===== config.mk =====
export PLATFORM = sky130hd
export DESIGN_NAME = serial16_link_transceiver_unit_flat
export DESIGN_NICKNAME = d
export VERILOG_FILES = /design/src/hw/rtl/s16lt_pkg.sv /design/src/hw/rtl/s16lt_item_if.sv /design/src/hw/rtl/s16lt_result_if.sv /design/src/hw/rtl/s16lt_cfg_if.sv /design/src/hw/rtl/serial16_link_transceiver_unit.sv /design/src/flat_wrapper.sv
export SDC_FILE = /design/constraint.sdc
export NUM_CORES = 1
export LEC_CHECK = 0
export BUFFER_PORTS_ARGS = -buffer_cell sky130_fd_sc_hd__buf_2
export CAP_MARGIN = 20
export CELL_PAD_IN_SITES_DETAIL_PLACEMENT = 1
export CELL_PAD_IN_SITES_GLOBAL_PLACEMENT = 2
export CORE_UTILIZATION = 40
export CTS_CLUSTER_DIAMETER = 30
export DETAILED_ROUTE_END_ITERATION = 12
export PLACE_DENSITY = 0.82
export SYNTH_ARGS = -nofsm -noshare
export SYNTH_HDL_FRONTEND = slang
export SYNTH_SLANG_ARGS = --single-unit

===== constraint.sdc =====
create_clock -name clk -period 11.6 [get_ports clk]
set_input_delay 1.16 -clock clk [delete_from_list [all_inputs] [get_ports clk]]
set_output_delay 1.16 -clock clk [all_outputs]
set_load 0.05 [all_outputs]

===== src/hw/rtl/s16lt_pkg.sv =====
// Shared types and constants for the 16-bit serial link transceiver.
package s16lt_pkg;

  // Tick counts are 16 bits wide
  localparam int unsigned TICK_W = 16;

  // Configuration register indexes
  localparam int unsigned CFG_IDX_W = 2;
  typedef enum logic [CFG_IDX_W-1:0] {
    REG_TX_BIT   = 2'd0,
    REG_RX_START = 2'd1,
    REG_RX_BIT   = 2'd2,
    REG_RX_STOP  = 2'd3
  } cfg_reg_t;

  // Register reset values
  localparam logic [TICK_W-1:0] TX_BIT_RST   = 16'd610;
  localparam logic [TICK_W-1:0] RX_START_RST = 16'd250;
  localparam logic [TICK_W-1:0] RX_BIT_RST   = 16'd615;
  localparam logic [TICK_W-1:0] RX_STOP_RST  = 16'd625;

  // Frame phases; the unused code behaves as idle
  typedef enum logic [2:0] {
    PH_IDLE     = 3'd0,
    PH_TX_START = 3'd1,
    PH_TX_DATA  = 3'd2,
    PH_TX_STOP  = 3'd3,
    PH_RX_START = 3'd4,
    PH_RX_DATA  = 3'd5,
    PH_RX_STOP  = 3'd6
  } phase_t;

endpackage


===== src/hw/rtl/s16lt_item_if.sv =====
// Input tick channel: line level and send request.
interface s16lt_item_if #(
  parameter int unsigned DATA_BITS = 16
);
  logic                 valid;
  logic                 ready;
  logic                 line_in;
  logic                 send_request;
  logic [DATA_BITS-1:0] send_word;

  modport source (output valid, output line_in, output send_request, output send_word,
                  input ready);
  modport sink (input valid, input line_in, input send_request, input send_word,
                output ready);
endinterface


===== src/hw/rtl/s16lt_result_if.sv =====
// Result channel: line drive and receive status for one tick.
interface s16lt_result_if #(
  parameter int unsigned DATA_BITS = 16
);
  logic                 valid;
  logic                 ready;
  logic                 line_out;
  logic                 line_drive;
  logic [DATA_BITS-1:0] rx_word;
  logic                 rx_valid;
  logic                 frame_error;
  logic                 busy_res;
  logic                 tx_done;

  modport source (output valid, output line_out, output line_drive, output rx_word,
                  output rx_valid, output frame_error, output busy_res, output tx_done,
                  input ready);
  modport sink (input valid, input line_out, input line_drive, input rx_word,
                input rx_valid, input frame_error, input busy_res, input tx_done,
                output ready);
endinterface


===== src/hw/rtl/s16lt_cfg_if.sv =====
// Configuration write channel: register index and data.
interface s16lt_cfg_if;
  logic        valid;
  logic        ready;
  logic [1:0]  index;
  logic [15:0] data;

  modport source (output valid, output index, output data, input ready);
  modport sink (input valid, input index, input data, output ready);
endinterface


===== src/hw/rtl/serial16_link_transceiver_unit.sv =====
// Half-duplex one-wire serial transceiver, start + DATA_BITS LSB first + stop.
// Every input transaction is one tick of link time: it carries the sampled line
// level and an optional send request, and produces exactly one result. A tick is
// taken every clock cycle while the skid register is empty; the frame state
// machine and its tick counter advance on each accepted tick, and the result
// lands in an output register backed by a skid register, so input ticks keep
// flowing while one result waits to be taken. Bit timing comes from four 16-bit
// tick-count registers written over the configuration channel (0: tx bit, 1: rx
// start delay, 2: rx bit, 3: rx stop delay); a value of zero acts as one tick.
// Write them only while the link is idle.
module serial16_link_transceiver_unit
  import s16lt_pkg::*;
#(
  parameter int unsigned DATA_BITS = 16
) (
  input  logic                      clk,
  input  logic                      rst,
  s16lt_item_if.sink                items,
  s16lt_result_if.source            results,
  s16lt_cfg_if.sink                 cfg
);

  localparam int unsigned IDX_W = (DATA_BITS > 1) ? $clog2(DATA_BITS) : 1;
  localparam logic [IDX_W-1:0] LAST_IDX = IDX_W'(DATA_BITS - 1);

  // Configuration registers
  logic [TICK_W-1:0] tx_bit_ticks;
  logic [TICK_W-1:0] rx_start_ticks;
  logic [TICK_W-1:0] rx_bit_ticks;
  logic [TICK_W-1:0] rx_stop_ticks;

  assign cfg.ready = 1'b1;

  always_ff @(posedge clk) begin
    if (rst) begin
      tx_bit_ticks   <= TX_BIT_RST;
      rx_start_ticks <= RX_START_RST;
      rx_bit_ticks   <= RX_BIT_RST;
      rx_stop_ticks  <= RX_STOP_RST;
    end else if (cfg.valid) begin
      unique case (cfg_reg_t'(cfg.index))
        REG_TX_BIT:   tx_bit_ticks   <= cfg.data;
        REG_RX_START: rx_start_ticks <= cfg.data;
        REG_RX_BIT:   rx_bit_ticks   <= cfg.data;
        REG_RX_STOP:  rx_stop_ticks  <= cfg.data;
        default:      tx_bit_ticks   <= tx_bit_ticks;
      endcase
    end
  end

  // Frame state
  phase_t               phase,        phase_next;
  logic [TICK_W-1:0]    tick_count,   tick_count_next;
  logic [IDX_W-1:0]     bit_index,    bit_index_next;
  logic [DATA_BITS-1:0] rx_shift,     rx_shift_next;
  logic [DATA_BITS-1:0] tx_shift,     tx_shift_next;
  logic                 start_sample, start_sample_next;
  logic                 error_flag,   error_flag_next;
  logic                 drive_level,  drive_level_next;

  // Handshake
  logic item_acc;
  logic out_valid, skid_valid;
  logic out_take;

  assign item_acc = items.valid & items.ready;

  // Period select and tick counter
  logic [TICK_W-1:0] period;
  logic [TICK_W-1:0] tick_inc;
  logic              period_done;

  always_comb begin
    unique case (phase)
      PH_TX_START, PH_TX_DATA, PH_TX_STOP: period = tx_bit_ticks;
      PH_RX_START:                         period = rx_start_ticks;
      PH_RX_DATA:                          period = rx_bit_ticks;
      PH_RX_STOP:                          period = rx_stop_ticks;
      default:                             period = tx_bit_ticks;
    endcase
  end

  assign tick_inc    = tick_count + TICK_W'(1);
  assign period_done = (tick_inc >= period);

  // Next-state logic for one tick
  always_comb begin
    phase_next        = phase;
    tick_count_next   = period_done ? '0 : tick_inc;
    bit_index_next    = bit_index;
    rx_shift_next     = rx_shift;
    tx_shift_next     = tx_shift;
    start_sample_next = start_sample;
    error_flag_next   = error_flag;
    drive_level_next  = drive_level;
    unique case (phase)
      PH_TX_START: begin
        if (period_done) begin
          drive_level_next = tx_shift[0];
          tx_shift_next    = tx_shift >> 1;
          bit_index_next   = '0;
          phase_next       = PH_TX_DATA;
        end
      end
      PH_TX_DATA: begin
        if (period_done) begin
          if (bit_index == LAST_IDX) begin
            drive_level_next = 1'b1;
            phase_next       = PH_TX_STOP;
          end else begin
            bit_index_next   = bit_index + IDX_W'(1);
            drive_level_next = tx_shift[0];
            tx_shift_next    = tx_shift >> 1;
          end
        end
      end
      PH_TX_STOP: begin
        if (period_done) begin
          phase_next = PH_IDLE;
        end
      end
      PH_RX_START: begin
        if (period_done) begin
          start_sample_next = items.line_in;
          bit_index_next    = '0;
          phase_next        = PH_RX_DATA;
        end
      end
      PH_RX_DATA: begin
        if (period_done) begin
          rx_shift_next = (rx_shift >> 1)
                        | (DATA_BITS'(items.line_in) << (DATA_BITS - 1));
          if (bit_index == LAST_IDX) begin
            phase_next = PH_RX_STOP;
          end else begin
            bit_index_next = bit_index + IDX_W'(1);
          end
        end
      end
      PH_RX_STOP: begin
        if (period_done) begin
          error_flag_next = start_sample | ~items.line_in;
          phase_next      = PH_IDLE;
        end
      end
      default: begin
        // Idle: send request wins over a low line
        phase_next      = PH_IDLE;
        tick_count_next = '0;
        if (items.send_request) begin
          tx_shift_next    = items.send_word;
          drive_level_next = 1'b0;
          bit_index_next   = '0;
          phase_next       = PH_TX_START;
        end else if (!items.line_in) begin
          rx_shift_next  = '0;
          bit_index_next = '0;
          phase_next     = PH_RX_START;
        end
      end
    endcase
  end

  // Result fields for this tick
  logic res_line_drive, res_rx_valid, res_busy, res_tx_done;

  always_comb begin
    res_line_drive = (phase_next == PH_TX_START) || (phase_next == PH_TX_DATA)
                  || (phase_next == PH_TX_STOP);
    res_busy       = (phase_next != PH_IDLE);
    res_rx_valid   = (phase == PH_RX_STOP) && period_done;
    res_tx_done    = (phase == PH_TX_STOP) && period_done;
  end

  // State registers advance on each accepted tick
  always_ff @(posedge clk) begin
    if (rst) begin
      phase        <= PH_IDLE;
      tick_count   <= '0;
      bit_index    <= '0;
      rx_shift     <= '0;
      tx_shift     <= '0;
      start_sample <= 1'b0;
      error_flag   <= 1'b0;
      drive_level  <= 1'b1;
    end else if (item_acc) begin
      phase        <= phase_next;
      tick_count   <= tick_count_next;
      bit_index    <= bit_index_next;
      rx_shift     <= rx_shift_next;
      tx_shift     <= tx_shift_next;
      start_sample <= start_sample_next;
      error_flag   <= error_flag_next;
      drive_level  <= drive_level_next;
    end
  end

  // Output register plus skid register
  logic                 out_line_out, out_line_drive, out_rx_valid;
  logic                 out_frame_error, out_busy, out_tx_done;
  logic [DATA_BITS-1:0] out_rx_word;
  logic                 skid_line_out, skid_line_drive, skid_rx_valid;
  logic                 skid_frame_error, skid_busy, skid_tx_done;
  logic [DATA_BITS-1:0] skid_rx_word;
  logic                 load_out, load_skid;

  assign items.ready = ~skid_valid;
  assign out_take    = out_valid & results.ready;
  assign load_out    = item_acc & (~out_valid | out_take);
  assign load_skid   = item_acc & out_valid & ~out_take;

  always_ff @(posedge clk) begin
    if (rst) begin
      out_valid  <= 1'b0;
      skid_valid <= 1'b0;
    end else begin
      if (out_take && skid_valid) begin
        out_valid <= 1'b1;
      end else if (load_out) begin
        out_valid <= 1'b1;
      end else if (out_take) begin
        out_valid <= 1'b0;
      end
      if (load_skid) begin
        skid_valid <= 1'b1;
      end else if (out_take) begin
        skid_valid <= 1'b0;
      end
    end
  end

  // Skid only fills when it is empty, so it never competes with out_take
  always_ff @(posedge clk) begin
    if (load_skid) begin
      skid_line_out    <= drive_level_next;
      skid_line_drive  <= res_line_drive;
      skid_rx_word     <= rx_shift_next;
      skid_rx_valid    <= res_rx_valid;
      skid_frame_error <= error_flag_next;
      skid_busy        <= res_busy;
      skid_tx_done     <= res_tx_done;
    end
  end

  always_ff @(posedge clk) begin
    if (out_take && skid_valid) begin
      out_line_out    <= skid_line_out;
      out_line_drive  <= skid_line_drive;
      out_rx_word     <= skid_rx_word;
      out_rx_valid    <= skid_rx_valid;
      out_frame_error <= skid_frame_error;
      out_busy        <= skid_busy;
      out_tx_done     <= skid_tx_done;
    end else if (load_out) begin
      out_line_out    <= drive_level_next;
      out_line_drive  <= res_line_drive;
      out_rx_word     <= rx_shift_next;
      out_rx_valid    <= res_rx_valid;
      out_frame_error <= error_flag_next;
      out_busy        <= res_busy;
      out_tx_done     <= res_tx_done;
    end
  end

  assign results.valid       = out_valid;
  assign results.line_out    = out_line_out;
  assign results.line_drive  = out_line_drive;
  assign results.rx_word     = out_rx_word;
  assign results.rx_valid    = out_rx_valid;
  assign results.frame_error = out_frame_error;
  assign results.busy_res    = out_busy;
  assign results.tx_done     = out_tx_done;

endmodule


===== src/flat_wrapper.sv =====
// flat-port wrapper written by rule: the top's interface ports become plain ports
module serial16_link_transceiver_unit_flat import s16lt_pkg::*;
#(
  parameter int unsigned DATA_BITS = 16
)
  (clk, rst, items_valid, items_line_in, items_send_request, items_send_word, items_ready, results_valid, results_line_out, results_line_drive, results_rx_word, results_rx_valid, results_frame_error, results_busy_res, results_tx_done, results_ready, cfg_valid, cfg_index, cfg_data, cfg_ready);
  s16lt_item_if #(.DATA_BITS(DATA_BITS)) items_i ();
  s16lt_result_if #(.DATA_BITS(DATA_BITS)) results_i ();
  s16lt_cfg_if cfg_i ();
  input  logic clk;
  input  logic rst;
  input wire logic [$bits(items_i.valid)-1:0] items_valid;
  input wire logic [$bits(items_i.line_in)-1:0] items_line_in;
  input wire logic [$bits(items_i.send_request)-1:0] items_send_request;
  input wire logic [$bits(items_i.send_word)-1:0] items_send_word;
  output wire logic [$bits(items_i.ready)-1:0] items_ready;
  output wire logic [$bits(results_i.valid)-1:0] results_valid;
  output wire logic [$bits(results_i.line_out)-1:0] results_line_out;
  output wire logic [$bits(results_i.line_drive)-1:0] results_line_drive;
  output wire logic [$bits(results_i.rx_word)-1:0] results_rx_word;
  output wire logic [$bits(results_i.rx_valid)-1:0] results_rx_valid;
  output wire logic [$bits(results_i.frame_error)-1:0] results_frame_error;
  output wire logic [$bits(results_i.busy_res)-1:0] results_busy_res;
  output wire logic [$bits(results_i.tx_done)-1:0] results_tx_done;
  input wire logic [$bits(results_i.ready)-1:0] results_ready;
  input wire logic [$bits(cfg_i.valid)-1:0] cfg_valid;
  input wire logic [$bits(cfg_i.index)-1:0] cfg_index;
  input wire logic [$bits(cfg_i.data)-1:0] cfg_data;
  output wire logic [$bits(cfg_i.ready)-1:0] cfg_ready;
  assign items_i.valid = items_valid;
  assign items_i.line_in = items_line_in;
  assign items_i.send_request = items_send_request;
  assign items_i.send_word = items_send_word;
  assign items_ready = items_i.ready;
  assign results_valid = results_i.valid;
  assign results_line_out = results_i.line_out;
  assign results_line_drive = results_i.line_drive;
  assign results_rx_word = results_i.rx_word;
  assign results_rx_valid = results_i.rx_valid;
  assign results_frame_error = results_i.frame_error;
  assign results_busy_res = results_i.busy_res;
  assign results_tx_done = results_i.tx_done;
  assign results_i.ready = results_ready;
  assign cfg_i.valid = cfg_valid;
  assign cfg_i.index = cfg_index;
  assign cfg_i.data = cfg_data;
  assign cfg_ready = cfg_i.ready;
  serial16_link_transceiver_unit #(.DATA_BITS(DATA_BITS)) u_core (.clk(clk), .rst(rst), .items(items_i), .results(results_i), .cfg(cfg_i));
endmodule

==> out/qor.yml, run 1 <==
yosys:
  synth_top_cell_by_area: "dfxtp_1"
  muxShareOfSynthArea_pct: 7.47
  synth_top_family_by_area: "simple AND/OR/NAND/NOR gates"
  synth-xor-area-share_pct: 1.54
  synth.most_common_cell: "nand2_1"
  syn-instance-count: 892
  synth_area_leaders: "dfxtp_1 (31%), edfxtp_1 (17%), nand2_1 (11%)"
  synth_top_area_share_pct: 31.1
  syn_area_per_cell_um2: 8.94
  synthSimpleGateAreaFrac_pct: 18.8
  seq_area_frac_synth_pct: 47.7
  synth_compound_area_share_pct: 18.1
  synthTopCellsByCount: "nand2_1 (224), dfxtp_1 (124), a21oi_1 (73)"
  async_flop_share_pct: 0
  ys_ff_latch: 168
  yosysWarnings: 0
  syn_area_mm2: 0.00797
  ys.flop_type: "dfxtp_1"
  synth_fa_ha_area_share_pct: 2.82
  synth_edf_count: 44
  synth_cell_types: 61
  synth.net_count: 951
timing:
  finalSetupTns_ps: 0
  rsz0062_at_grt: "false"
  slew_viol_final: 0
  setup_viol_count_final: 0
  worst_pin_slew_ps: 1090
  finalHoldViolCount: 0
  max_freq_ghz: 0.209
  hold_ws_ps: 458
  period_share_pct: 41.2
  post-route-min-period_ps: 4780
  slew_headroom_pct: 27.6
  setup_ws_ps: 6820
  fin_skew_ps: 8.57
clock_network:
  cts_setup_buffers: 0
  clk_pin_slew_worst_paths_ps: 70
  ctsResizeCount: 0
  postCtsHoldBufs: 0
  root_buffer: "clkbuf_16"
  clk_latency_ps: 430
  clockBufferDepth: 2
  cts_tree: "yes"
  cts_sinks: 168
  cts-htree-levels: 4
  cts_made_buffers: 17
finish:
  fillers: 2325
  instances_no_fill: 1204
  area_growth_syn_to_layout_pct: 14.4
  drive_gt1_share_pct: 16.8
  nets: 985
  n_antenna_cell: 0
place:
  dp_hpwl_um: 15800
  dp.cells: 1172
  place_congestion: 0.830
  port_buffers: 64
  dp_slack_ps: 6830
floorplan:
  dieWidth_um: 143
  rows: 51
  fp.dieH_um: 143
  start_util_pct: 40.8
  core_area_mm2: 0.0195
  io_pins: 66
  die_area_mm2: 0.0205
route:
  viasPerCell: 5.61
  drc_errors: 0
  drt-total-wl_um: 22600
  wire_per_inst_um: 18.8
  vias: 6755
  first_pass_iters: 4
  detail-route-antenna-nets: 0
  drtIter0Drc: 331
pwr:
  p_per_area_mw_per_mm2: 150
  finalPower_w: 0.00137
  ir_worst_vdd_uv: 91.4
  leakage_nw: 3.41
global_route:
  grtUsageMet1_pct: 28.9
  grt.met2_usage_pct: 39.8
  grt.overflow.total: 0
  grt_pass1_wl_um: 36500
  antenna_found_initial: 0
  grt-busiest-layer: "met2"
  grtUsageTotal_pct: 22.9
  grt_max_degree: 75
  use_met3_pct: 3.45
  first_global_vias: 7064
critical_path:
  crit_required_ps: 11930
  cp_slowest_cell: "and2_0"
  crit_family: "simple AND/OR/NAND/NOR gates"
  cp_cell_sequence: "ha_1, nand3_1, nor3_1, nand3_1, xnor2_1, ha_1, nand2_1, o21ai_0, a21oi_1, nand4_1, and2_0, a211oi_1"
  crit_fanout: 16
  critical_path.startpoint_type: "flip-flop"
  end_kind: "flip-flop"
  path_buf_inv: 0
  path_class: "flip-flop to flip-flop"
  critPathArrivalTime_ps: 5110
  critPathMaxStageDelay_ps: 750
hold_path:
  hold_class: "flip-flop to flip-flop"
job:
  drv_cap: 0
run_status:
  status: "finished clean"
metrics by stage:
step	util [%]	cell area, µm²
global route	46.7	9120
floorplan	-	7970
CTS	46.7	9120
detailed placement	43.6	8500
global placement	43.3	8460
finish	46.7	9120
path summary, 6_finish.rpt:
check	end	slack [ps]	depth (start not counted)	startpoint
setup / recovery	u_core.tx_shift[7]$_SDFFE_PP0P_	6820	12	u_core.tick_count[0]$_SDFFE_PP0P_
hold / removal	u_core.rx_bit_ticks[13]$_SDFFE_PP0P_	460	2	u_core.rx_bit_ticks[13]$_SDFFE_PP0P_
setup reg to reg	u_core.tx_shift[7]$_SDFFE_PP0P_	6820	12	u_core.tick_count[0]$_SDFFE_PP0P_
hold reg to reg	u_core.rx_bit_ticks[13]$_SDFFE_PP0P_	460	2	u_core.rx_bit_ticks[13]$_SDFFE_PP0P_
sequential cells by signal, summed over array words and instances, names as in the netlist, 3 cells and up:
signal and cells:
u_core.tick_count 16, u_core.rx_stop_ticks 16, u_core.tx_shift 16, u_core.results.rx_word 16
u_core.rx_start_ticks 16, u_core.tx_bit_ticks 16, u_core.rx_shift 16, u_core.rx_bit_ticks 16
u_core.skid_rx_word 16, u_core.bit_index 4, u_core.phase 3
layout by cell type (no fill, tap or decap), types with 3 or more instances in the layout:
cell type | Yosys | layout
a211oi_1 | 20 | 20
a21oi_1 | 73 | 73
a22o_1 | 5 | 5
a31oi_1 | 16 | 16
a32oi_1 | 3 | 3
and2_1 | 3 | 3
and3_1 | 7 | 7
buf_2 | 9 | 64
buf_4 | 2 | 11
bufinv_16 | 0 | 3
clkbuf_16 | 0 | 17
clkinvlp_4 | 0 | 4
dfxtp_1 | 124 | 124
edfxtp_1 | 44 | 44
ha_1 | 18 | 18
inv_1 | 8 | 8
inv_6 | 0 | 3
mux2_2 | 36 | 36
mux2i_1 | 19 | 19
nand2_1 | 224 | 224
nand2b_1 | 4 | 4
nand3_1 | 32 | 32
nand4_1 | 4 | 4
nor2_1 | 31 | 30
nor2b_1 | 6 | 6
nor3_1 | 9 | 9
o21ai_0 | 28 | 28
o22ai_1 | 35 | 35
o2bb2ai_1 | 17 | 17
or2_2 | 3 | 3
or3_1 | 7 | 7
xnor2_1 | 6 | 6
xor2_1 | 8 | 8
layout make-up:
type                       count  area [µm²]  area share [%]
sequential                   168        3800            41.7
tap                          265         332            3.64
multi-input combinational    654        3890            42.7
clock inverter                15         190            2.09
clock buffer                  17         425            4.66
timing repair buffer          77         445            4.88
inverter                       8        30.0           0.329
cells by family (layout without fill, tap and decap cells):
logic type / count (synthesis) / count (layout)
AOI/OAI and AO/OA: 224 / 224
xor gates and xnor gates: 14 / 14
adders and majority gates: 18 / 18
buffers and inverters: 70 / 117
DFF: 168 / 168
muxes: 55 / 55
other: 1 / 1
and+or+nand+nor: 342 / 342
tightest hold or removal path, delay by kind of cell, from the launching register on:
family	cells	cell delay (ps)
AND/OR/NAND/NOR	1	50
flip-flops	1	310
AO/OA/AOI/OAI	1	50
per-layer routing:
| metal | vias to the layer above | wire length, µm |
|---|---|---|
| met5 | - | 0 |
| met4 | 0 | 263 |
| met3 | 25 | 645 |
| met2 | 108 | 11400 |
| met1 | 3360 | 10300 |
| li1 | 3262 | - |
power breakdown:
group	internal (W)	switching [W]
Sequential	0.000623	0.0000104
Clock	0.000344	0.000252
Combinational	0.0000439	0.0000992
Note: power is estimated with default switching activity, not from simulation.
==> run 2: changes to the inputs <==
CORE_UTILIZATION = 37   (was 40)
PLACE_DENSITY = 0.76   (was 0.82)
clock period = 4.8 ns   (was 11.6 ns; I/O delays follow)
==> run 2 against run 1 <==
Net effect:
- register-to-register slack got worse by 6100 ps
- clock skew fell by 0.60 ps
- final area rose by 1.6%
- clock power rose to 2.6 times the previous value
- sequential power rose by 140%
- die area rose by 8.0%
- sequential cell count did not move
- critical endpoint is now u_core.results.rx_word[6]$_DFFE_PP_
- largest cell class unchanged
==> out/qor.yml, run 2 (same netlist as run 1, synthesis figures left out) <==
run_status:
  status: "finished clean"  # unchanged
critical_path:
  critical_path.startpoint_type: "flip-flop"  # unchanged
  crit_fanout: 16  # unchanged
  r2r_slack_ps: 740  # was 6820 ps
  critPathMaxStageDelay_ps: 470  # was 750 ps
  path_class: "flip-flop to flip-flop"  # unchanged
  cp_cell_sequence: "ha_1, nand3_1, nor3_1, nand3_1, xnor2_1, ha_1, nand2_1, o21ai_0, a21oi_1, and3_1, buf_4, o22ai_1, mux2_2"  # was ha_1, nand3_1, nor3_1, nand3_1, xnor2_1, ha_1, nand2_1, o21ai_0, a21oi_1, nand4_1, and2_0, a211oi_1
  critPathArrivalTime_ps: 4250  # was 5110 ps
  end_kind: "flip-flop"  # unchanged
  reg2reg_to: "u_core.results.rx_word[6]$_DFFE_PP_"  # was u_core.tx_shift[7]$_SDFFE_PP0P_
  path_buf_inv: 1  # was 0
  r2r_start: "u_core.tick_count[0]$_SDFFE_PP0P_"  # unchanged
  crit_required_ps: 4990  # was 11930 ps
  crit_family: "simple AND/OR/NAND/NOR gates"  # unchanged
  cp_slowest_cell: "and3_1"  # was and2_0
  rr_worst_depth: 13  # was 12
hold_path:
  hold_class: "primary input to flip-flop"  # was flip-flop to flip-flop
  hold_start: "results_ready"  # was u_core.rx_bit_ticks[13]$_SDFFE_PP0P_
  holdPathStages: 2  # unchanged
  hold_path_end: "u_core.skid_valid$_SDFFE_PP0P_"  # was u_core.rx_bit_ticks[13]$_SDFFE_PP0P_
timing:
  fin_skew_ps: 7.97  # was 8.57 ps
  slew_headroom_pct: 34.3  # was 27.6%
  setup_viol_count_final: 0  # unchanged
  period_share_pct: 84.7  # was 41.2%
  max_freq_ghz: 0.246  # was 0.209 GHz
  worst_pin_slew_ps: 977  # was 1090 ps
  finalSetupTns_ps: 0  # unchanged
  slew_viol_final: 0  # unchanged
  finalHoldViolCount: 0  # unchanged
  rsz0062_at_grt: "false"  # unchanged
  post-route-min-period_ps: 4060  # was 4780 ps
floorplan:
  fp.dieH_um: 149  # was 143 µm
  die_area_mm2: 0.0221  # was 0.0205 mm²
  core_area_mm2: 0.0211  # was 0.0195 mm²
  io_pins: 66  # unchanged
  dieWidth_um: 149  # was 143 µm
  start_util_pct: 37.8  # was 40.8%
  rows: 53  # was 51
route:
  wl_met3_um: 740  # was 645 µm
  first_pass_iters: 5  # was 4
  drtIter0Drc: 282  # was 331
  detail-route-antenna-nets: 0  # unchanged
  vias: 6836  # was 6755
  wire_per_inst_um: 19.2  # was 18.8 µm
  drc_errors: 0  # unchanged
  viasPerCell: 5.58  # was 5.61
  dr_wl_met2_um: 11300  # was 11400 µm
  m1WireLength_um: 11100  # was 10300 µm
  top_layer: "met4"  # unchanged
  drt-total-wl_um: 23500  # was 22600 µm
place:
  dp.cells: 1193  # was 1172
  place_congestion: 0.858  # was 0.830
  dp_hpwl_um: 16200  # was 15800 µm
  port_buffers: 64  # unchanged
  place_area_mm2: 0.00862  # was 0.00850 mm²
global_route:
  grt.overflow.total: 0  # unchanged
  antenna_found_initial: 0  # unchanged
  grt_max_degree: 74  # was 75
  grt_pass1_wl_um: 38900  # was 36500 µm
  first_global_vias: 7328  # was 7064
  grtUsageTotal_pct: 22.4  # was 22.9%
pwr:
  leakage_nw: 3.49  # was 3.41 nW
  finalPower_w: 0.00340  # was 0.00137 W
  p_per_area_mw_per_mm2: 367  # was 150 mW/mm²
  ir_worst_vdd_uv: 236  # was 91.4 µV
finish:
  n_antenna_cell: 0  # unchanged
  layout_commonest_cell: "nand2_1"  # unchanged
  instances_no_fill: 1226  # was 1204
  stdcell_area_mm2: 0.00927  # was 0.00912 mm²
  fillers: 2461  # was 2325
  drive_gt1_share_pct: 17.9  # was 16.8%
  nets: 997  # was 985
  area_growth_syn_to_layout_pct: 16.2  # was 14.4%
  final_cell_mix: "nand2_1 (224), dfxtp_1 (124), a21oi_1 (73)"  # unchanged
clock_network:
  cts_tree: "yes"  # unchanged
  clk_latency_ps: 430  # about the same
  cts_sinks: 168  # unchanged
  clk_pin_slew_worst_paths_ps: 70  # about the same
  root_buffer: "clkbuf_16"  # unchanged
  cts_setup_buffers: 0  # unchanged
  cts_made_buffers: 17  # unchanged
  ctsResizeCount: 0  # unchanged
  postCtsHoldBufs: 0  # unchanged
  cts-htree-levels: 4  # unchanged
  clockBufferDepth: 2  # unchanged
job:
  drv_cap: 0  # unchanged
==> run 2: cell count changes in the layout (fill, tap and decap cells not counted), sizes merged <==
| cell | delta |
|---|---|
| bufinv | +1 |
| buf | +12 |
| clkinvlp | -3 |
| clkbuf | +1 |
| clkinv | +1 |
==> run 2: layout make-up <==
type	instances	area [µm²]	share of cell area, %
Clock inverter	14	211	2.28
Clock buffer	18	429	4.63
Inverter	8	30.0	0.324
Sequential cell	168	3800	41.0
Multi-Input combinational cell	654	3890	42.0
Timing Repair Buffer	89	556	5.99
Tap cell	275	344	3.71
==> run 2: report_power, final <==
part | internal, W | leakage (nW) | switching, W | total (W)
sequential | 0.00150 | 1.45 | 0.0000251 | 0.00153
clock | 0.000888 | 0.310 | 0.000632 | 0.00152
combinational | 0.000111 | 1.73 | 0.000241 | 0.000352
==> run 2: stage by stage <==
| stage | utilization [%] | worst slack, ps | hold WS, ps |
|---|---|---|---|
| 2_1_floorplan | - | 1160 | 428 |
| 3_3_place_gp | 40.5 | 915 | 438 |
| 3_5_place_dp | 40.9 | 752 | 449 |
| 4_1_cts | 43.9 | 740 | 251 |
| 5_1_grt | 43.9 | 312 | 259 |
| 6_report | 43.9 | 737 | 267 |
==> run 2: routing by layer <==
layer	vias to the layer above	global-route usage, %
met3	31	3.52
met2	120	38.0
li1	3292	-
met4	0	6.84
met5	-	0
met1	3393	29.3
==> run 2: worst max-delay path by stage <==
| stage | startpoint | to | slack (ps) | cells past startpoint |
|---|---|---|---|---|
| after floorplan | u_core.phase[0]$_SDFFE_PP0P_ | u_core.results.rx_word[10]$_DFFE_PP_ | 1160 | 16 |
| after global placement | u_core.phase[1]$_SDFFE_PP0P_ | u_core.results.rx_word[15]$_DFFE_PP_ | 920 | 13 |
| after detailed placement | u_core.tick_count[0]$_SDFFE_PP0P_ | u_core.tx_shift[2]$_SDFFE_PP0P_ | 750 | 12 |
| after CTS | u_core.tick_count[0]$_SDFFE_PP0P_ | u_core.results.rx_word[6]$_DFFE_PP_ | 740 | 13 |
| after global routing | u_core.tick_count[0]$_SDFFE_PP0P_ | u_core.rx_shift[15]$_SDFFE_PP0P_ | 310 | 12 |
| final | u_core.tick_count[0]$_SDFFE_PP0P_ | u_core.results.rx_word[6]$_DFFE_PP_ | 740 | 13 |
==> run 3: changes to the inputs <==
clock period = 4.3 ns   (was 4.8 ns; I/O delays follow)
==> run 3 against run 2 <==
Net effect:
- final cell count hardly changed
- register-to-register slack worse by 440 ps
- global-route usage is 1.1 points lower
- clock-buffer cell count is 1 lower
- wire length is 2.7% lower
- worst hold slack worse by 53 ps
- fmax is 1.5% higher
- critical path type unchanged
- critical endpoint is now u_core.results.rx_word[4]$_DFFE_PP_
- largest cell class unchanged
==> out/qor.yml, run 3 (same netlist as run 1, synthesis figures left out) <==
pwr:
  p_sw_w: 0.00106  # was 0.000899 W
  combPwrFrac_pct: 10.6  # was 10.3%
  seqPwrFrac_pct: 46.1  # was 45.0%
  p_per_area_mw_per_mm2: 401  # was 367 mW/mm²
  p_int_w: 0.00265  # was 0.00250 W
  clockPowerShare_pct: 43.3  # was 44.7%
  sw_frac_of_total_pct: 28.5  # was 26.4%
  leakage_nw: 3.47  # was 3.49 nW
  ir_worst_vdd_uv: 265  # was 236 µV
timing:
  slew_headroom_pct: 34.2  # was 34.3%
  max_freq_ghz: 0.250  # was 0.246 GHz
  period_share_pct: 93.1  # was 84.7%
  fin_skew_ps: 13.1  # was 7.97 ps
  finalHoldViolCount: 0  # unchanged
  hold_ws_ps: 214  # was 267 ps
  rsz0062_at_grt: "false"  # unchanged
  setup_viol_count_final: 0  # unchanged
  slew_viol_final: 0  # unchanged
  finalSetupTns_ps: 0  # unchanged
  post-route-min-period_ps: 4000  # was 4060 ps
  worst_pin_slew_ps: 986  # was 977 ps
place:
  port_buffers: 64  # unchanged
  dp_hpwl_um: 15700  # was 16200 µm
  dp.cells: 1192  # was 1193
  place_congestion: 0.764  # was 0.858
floorplan:
  dieWidth_um: 149  # unchanged
  rows: 53  # unchanged
  core_area_mm2: 0.0211  # unchanged
  fp.dieH_um: 149  # unchanged
  start_util_pct: 37.8  # unchanged
  io_pins: 66  # unchanged
  die_area_mm2: 0.0221  # unchanged
clock_network:
  cts_tree: "yes"  # unchanged
  cts-htree-levels: 4  # unchanged
  cts_setup_buffers: 0  # unchanged
  postCtsHoldBufs: 0  # unchanged
  clk_pin_slew_worst_paths_ps: 70  # about the same
  clk_latency_ps: 430  # about the same
  root_buffer: "clkbuf_16"  # unchanged
  clockBufferDepth: 2  # unchanged
  cts_made_buffers: 17  # unchanged
  cts_sinks: 168  # unchanged
finish:
  area_growth_syn_to_layout_pct: 16.0  # was 16.2%
  instances_no_fill: 1225  # was 1226
  fillers: 2424  # was 2461
  layout_commonest_cell: "nand2_1"  # unchanged
  nets: 996  # was 997
  n_antenna_cell: 0  # unchanged
  drive_gt1_share_pct: 18.0  # was 17.9%
  final_cell_mix: "nand2_1 (224), dfxtp_1 (124), a21oi_1 (73)"  # unchanged
route:
  drt-total-wl_um: 22900  # was 23500 µm
  vias: 6748  # was 6836
  viasPerCell: 5.51  # was 5.58
  drc_errors: 0  # unchanged
  detail-route-antenna-nets: 0  # unchanged
  first_pass_iters: 5  # unchanged
  wire_per_inst_um: 18.7  # was 19.2 µm
  drtIter0Drc: 291  # was 282
critical_path:
  crit_required_ps: 4480  # was 4990 ps
  crit_fanout: 26  # was 16
  crit_start: "u_core.phase[0]$_SDFFE_PP0P_"  # was u_core.tick_count[0]$_SDFFE_PP0P_
  r2r_start: "u_core.phase[0]$_SDFFE_PP0P_"  # was u_core.tick_count[0]$_SDFFE_PP0P_
  critPathArrivalTime_ps: 4180  # was 4250 ps
  end_kind: "flip-flop"  # unchanged
  critical_path.startpoint_type: "flip-flop"  # unchanged
  path_class: "flip-flop to flip-flop"  # unchanged
global_route:
  first_global_vias: 6924  # was 7328
  antenna_found_initial: 0  # unchanged
  grt.met2_usage_pct: 36.0  # was 38.0%
  grt_pass1_wl_um: 37100  # was 38900 µm
  grtUsageMet1_pct: 28.5  # was 29.3%
  grt-busiest-layer: "met2"  # unchanged
  grt_max_degree: 74  # unchanged
  grtUsageTotal_pct: 21.4  # was 22.4%
  grt.overflow.total: 0  # unchanged
  use_met3_pct: 3.03  # was 3.52%
hold_path:
  hold_start: "results_ready"  # unchanged
  hold_class: "primary input to flip-flop"  # unchanged
run_status:
  status: "finished clean"  # unchanged
job:
  drv_cap: 0  # unchanged
[run 3: timing repair]
action	4_1_cts	5_1_grt
gates resized for setup	0	3
endpoints found under the setup margin	0	60
hold endpoints to repair	0	0
[run 3: path summary, 6_finish.rpt]
kind	cells past startpoint	slack, ps	to
max	13	300	u_core.results.rx_word[4]$_DFFE_PP_
min	2	210	u_core.skid_valid$_SDFFE_PP0P_
max reg2reg	13	300	u_core.results.rx_word[4]$_DFFE_PP_
min reg2reg	2	450	u_core.rx_start_ticks[15]$_SDFFE_PP0P_
[run 3: area by class of cell]
type / instances / area, µm² / share of cell area [%]
Timing Repair Buffer: 88 / 536 / 5.79
Clock inverter: 15 / 201 / 2.18
Sequential cell: 168 / 3800 / 41.1
Multi-Input combinational cell: 654 / 3910 / 42.2
Inverter: 8 / 30.0 / 0.325
Tap cell: 275 / 344 / 3.72
Clock buffer: 17 / 425 / 4.60
[run 3: through the flow]
| step | utilization [%] | power, W | instance area, µm² | setup WS (ps) |
|---|---|---|---|---|
| after detailed placement | 40.8 | 0.00214 | 8600 | 161 |
| final | 43.8 | 0.00371 | 9250 | 297 |
| after floorplan | - | 0.00201 | 7970 | 662 |
| after global routing | 43.8 | 0.00383 | 9250 | 3.36 |
| after global placement | 40.5 | 0.00211 | 8540 | 275 |
| after CTS | 43.8 | 0.00374 | 9230 | 150 |
[run 3: critical path, stage by stage (launching register included)]
cell	delay [ps]
dfxtp_1	670
buf_4	330
mux2_2	350
o22ai_1	150
nand2_1	70
o21ai_0	150
ha_1	300
a21oi_1	170
o21ai_0	90
a21oi_1	440
and3_1	260
buf_4	300
o22ai_1	150
mux2_2	300
[run 3: metal layers]
metal | wire (µm) | up-vias
met3 | 554 | 20
met2 | 11000 | 103
met4 | 247 | 0
met1 | 11100 | 3341
met5 | 0 | -
li1 | - | 3284
[run 3: power by group through the flow]
stage	Combinational (W)	Sequential, W	Clock (W)
floorplan	0.000217	0.00179	0
global placement	0.000372	0.00174	0
detailed placement	0.000390	0.00174	0
CTS	0.000392	0.00171	0.00164
global route	0.000427	0.00171	0.00169
finish	0.000391	0.00171	0.00161
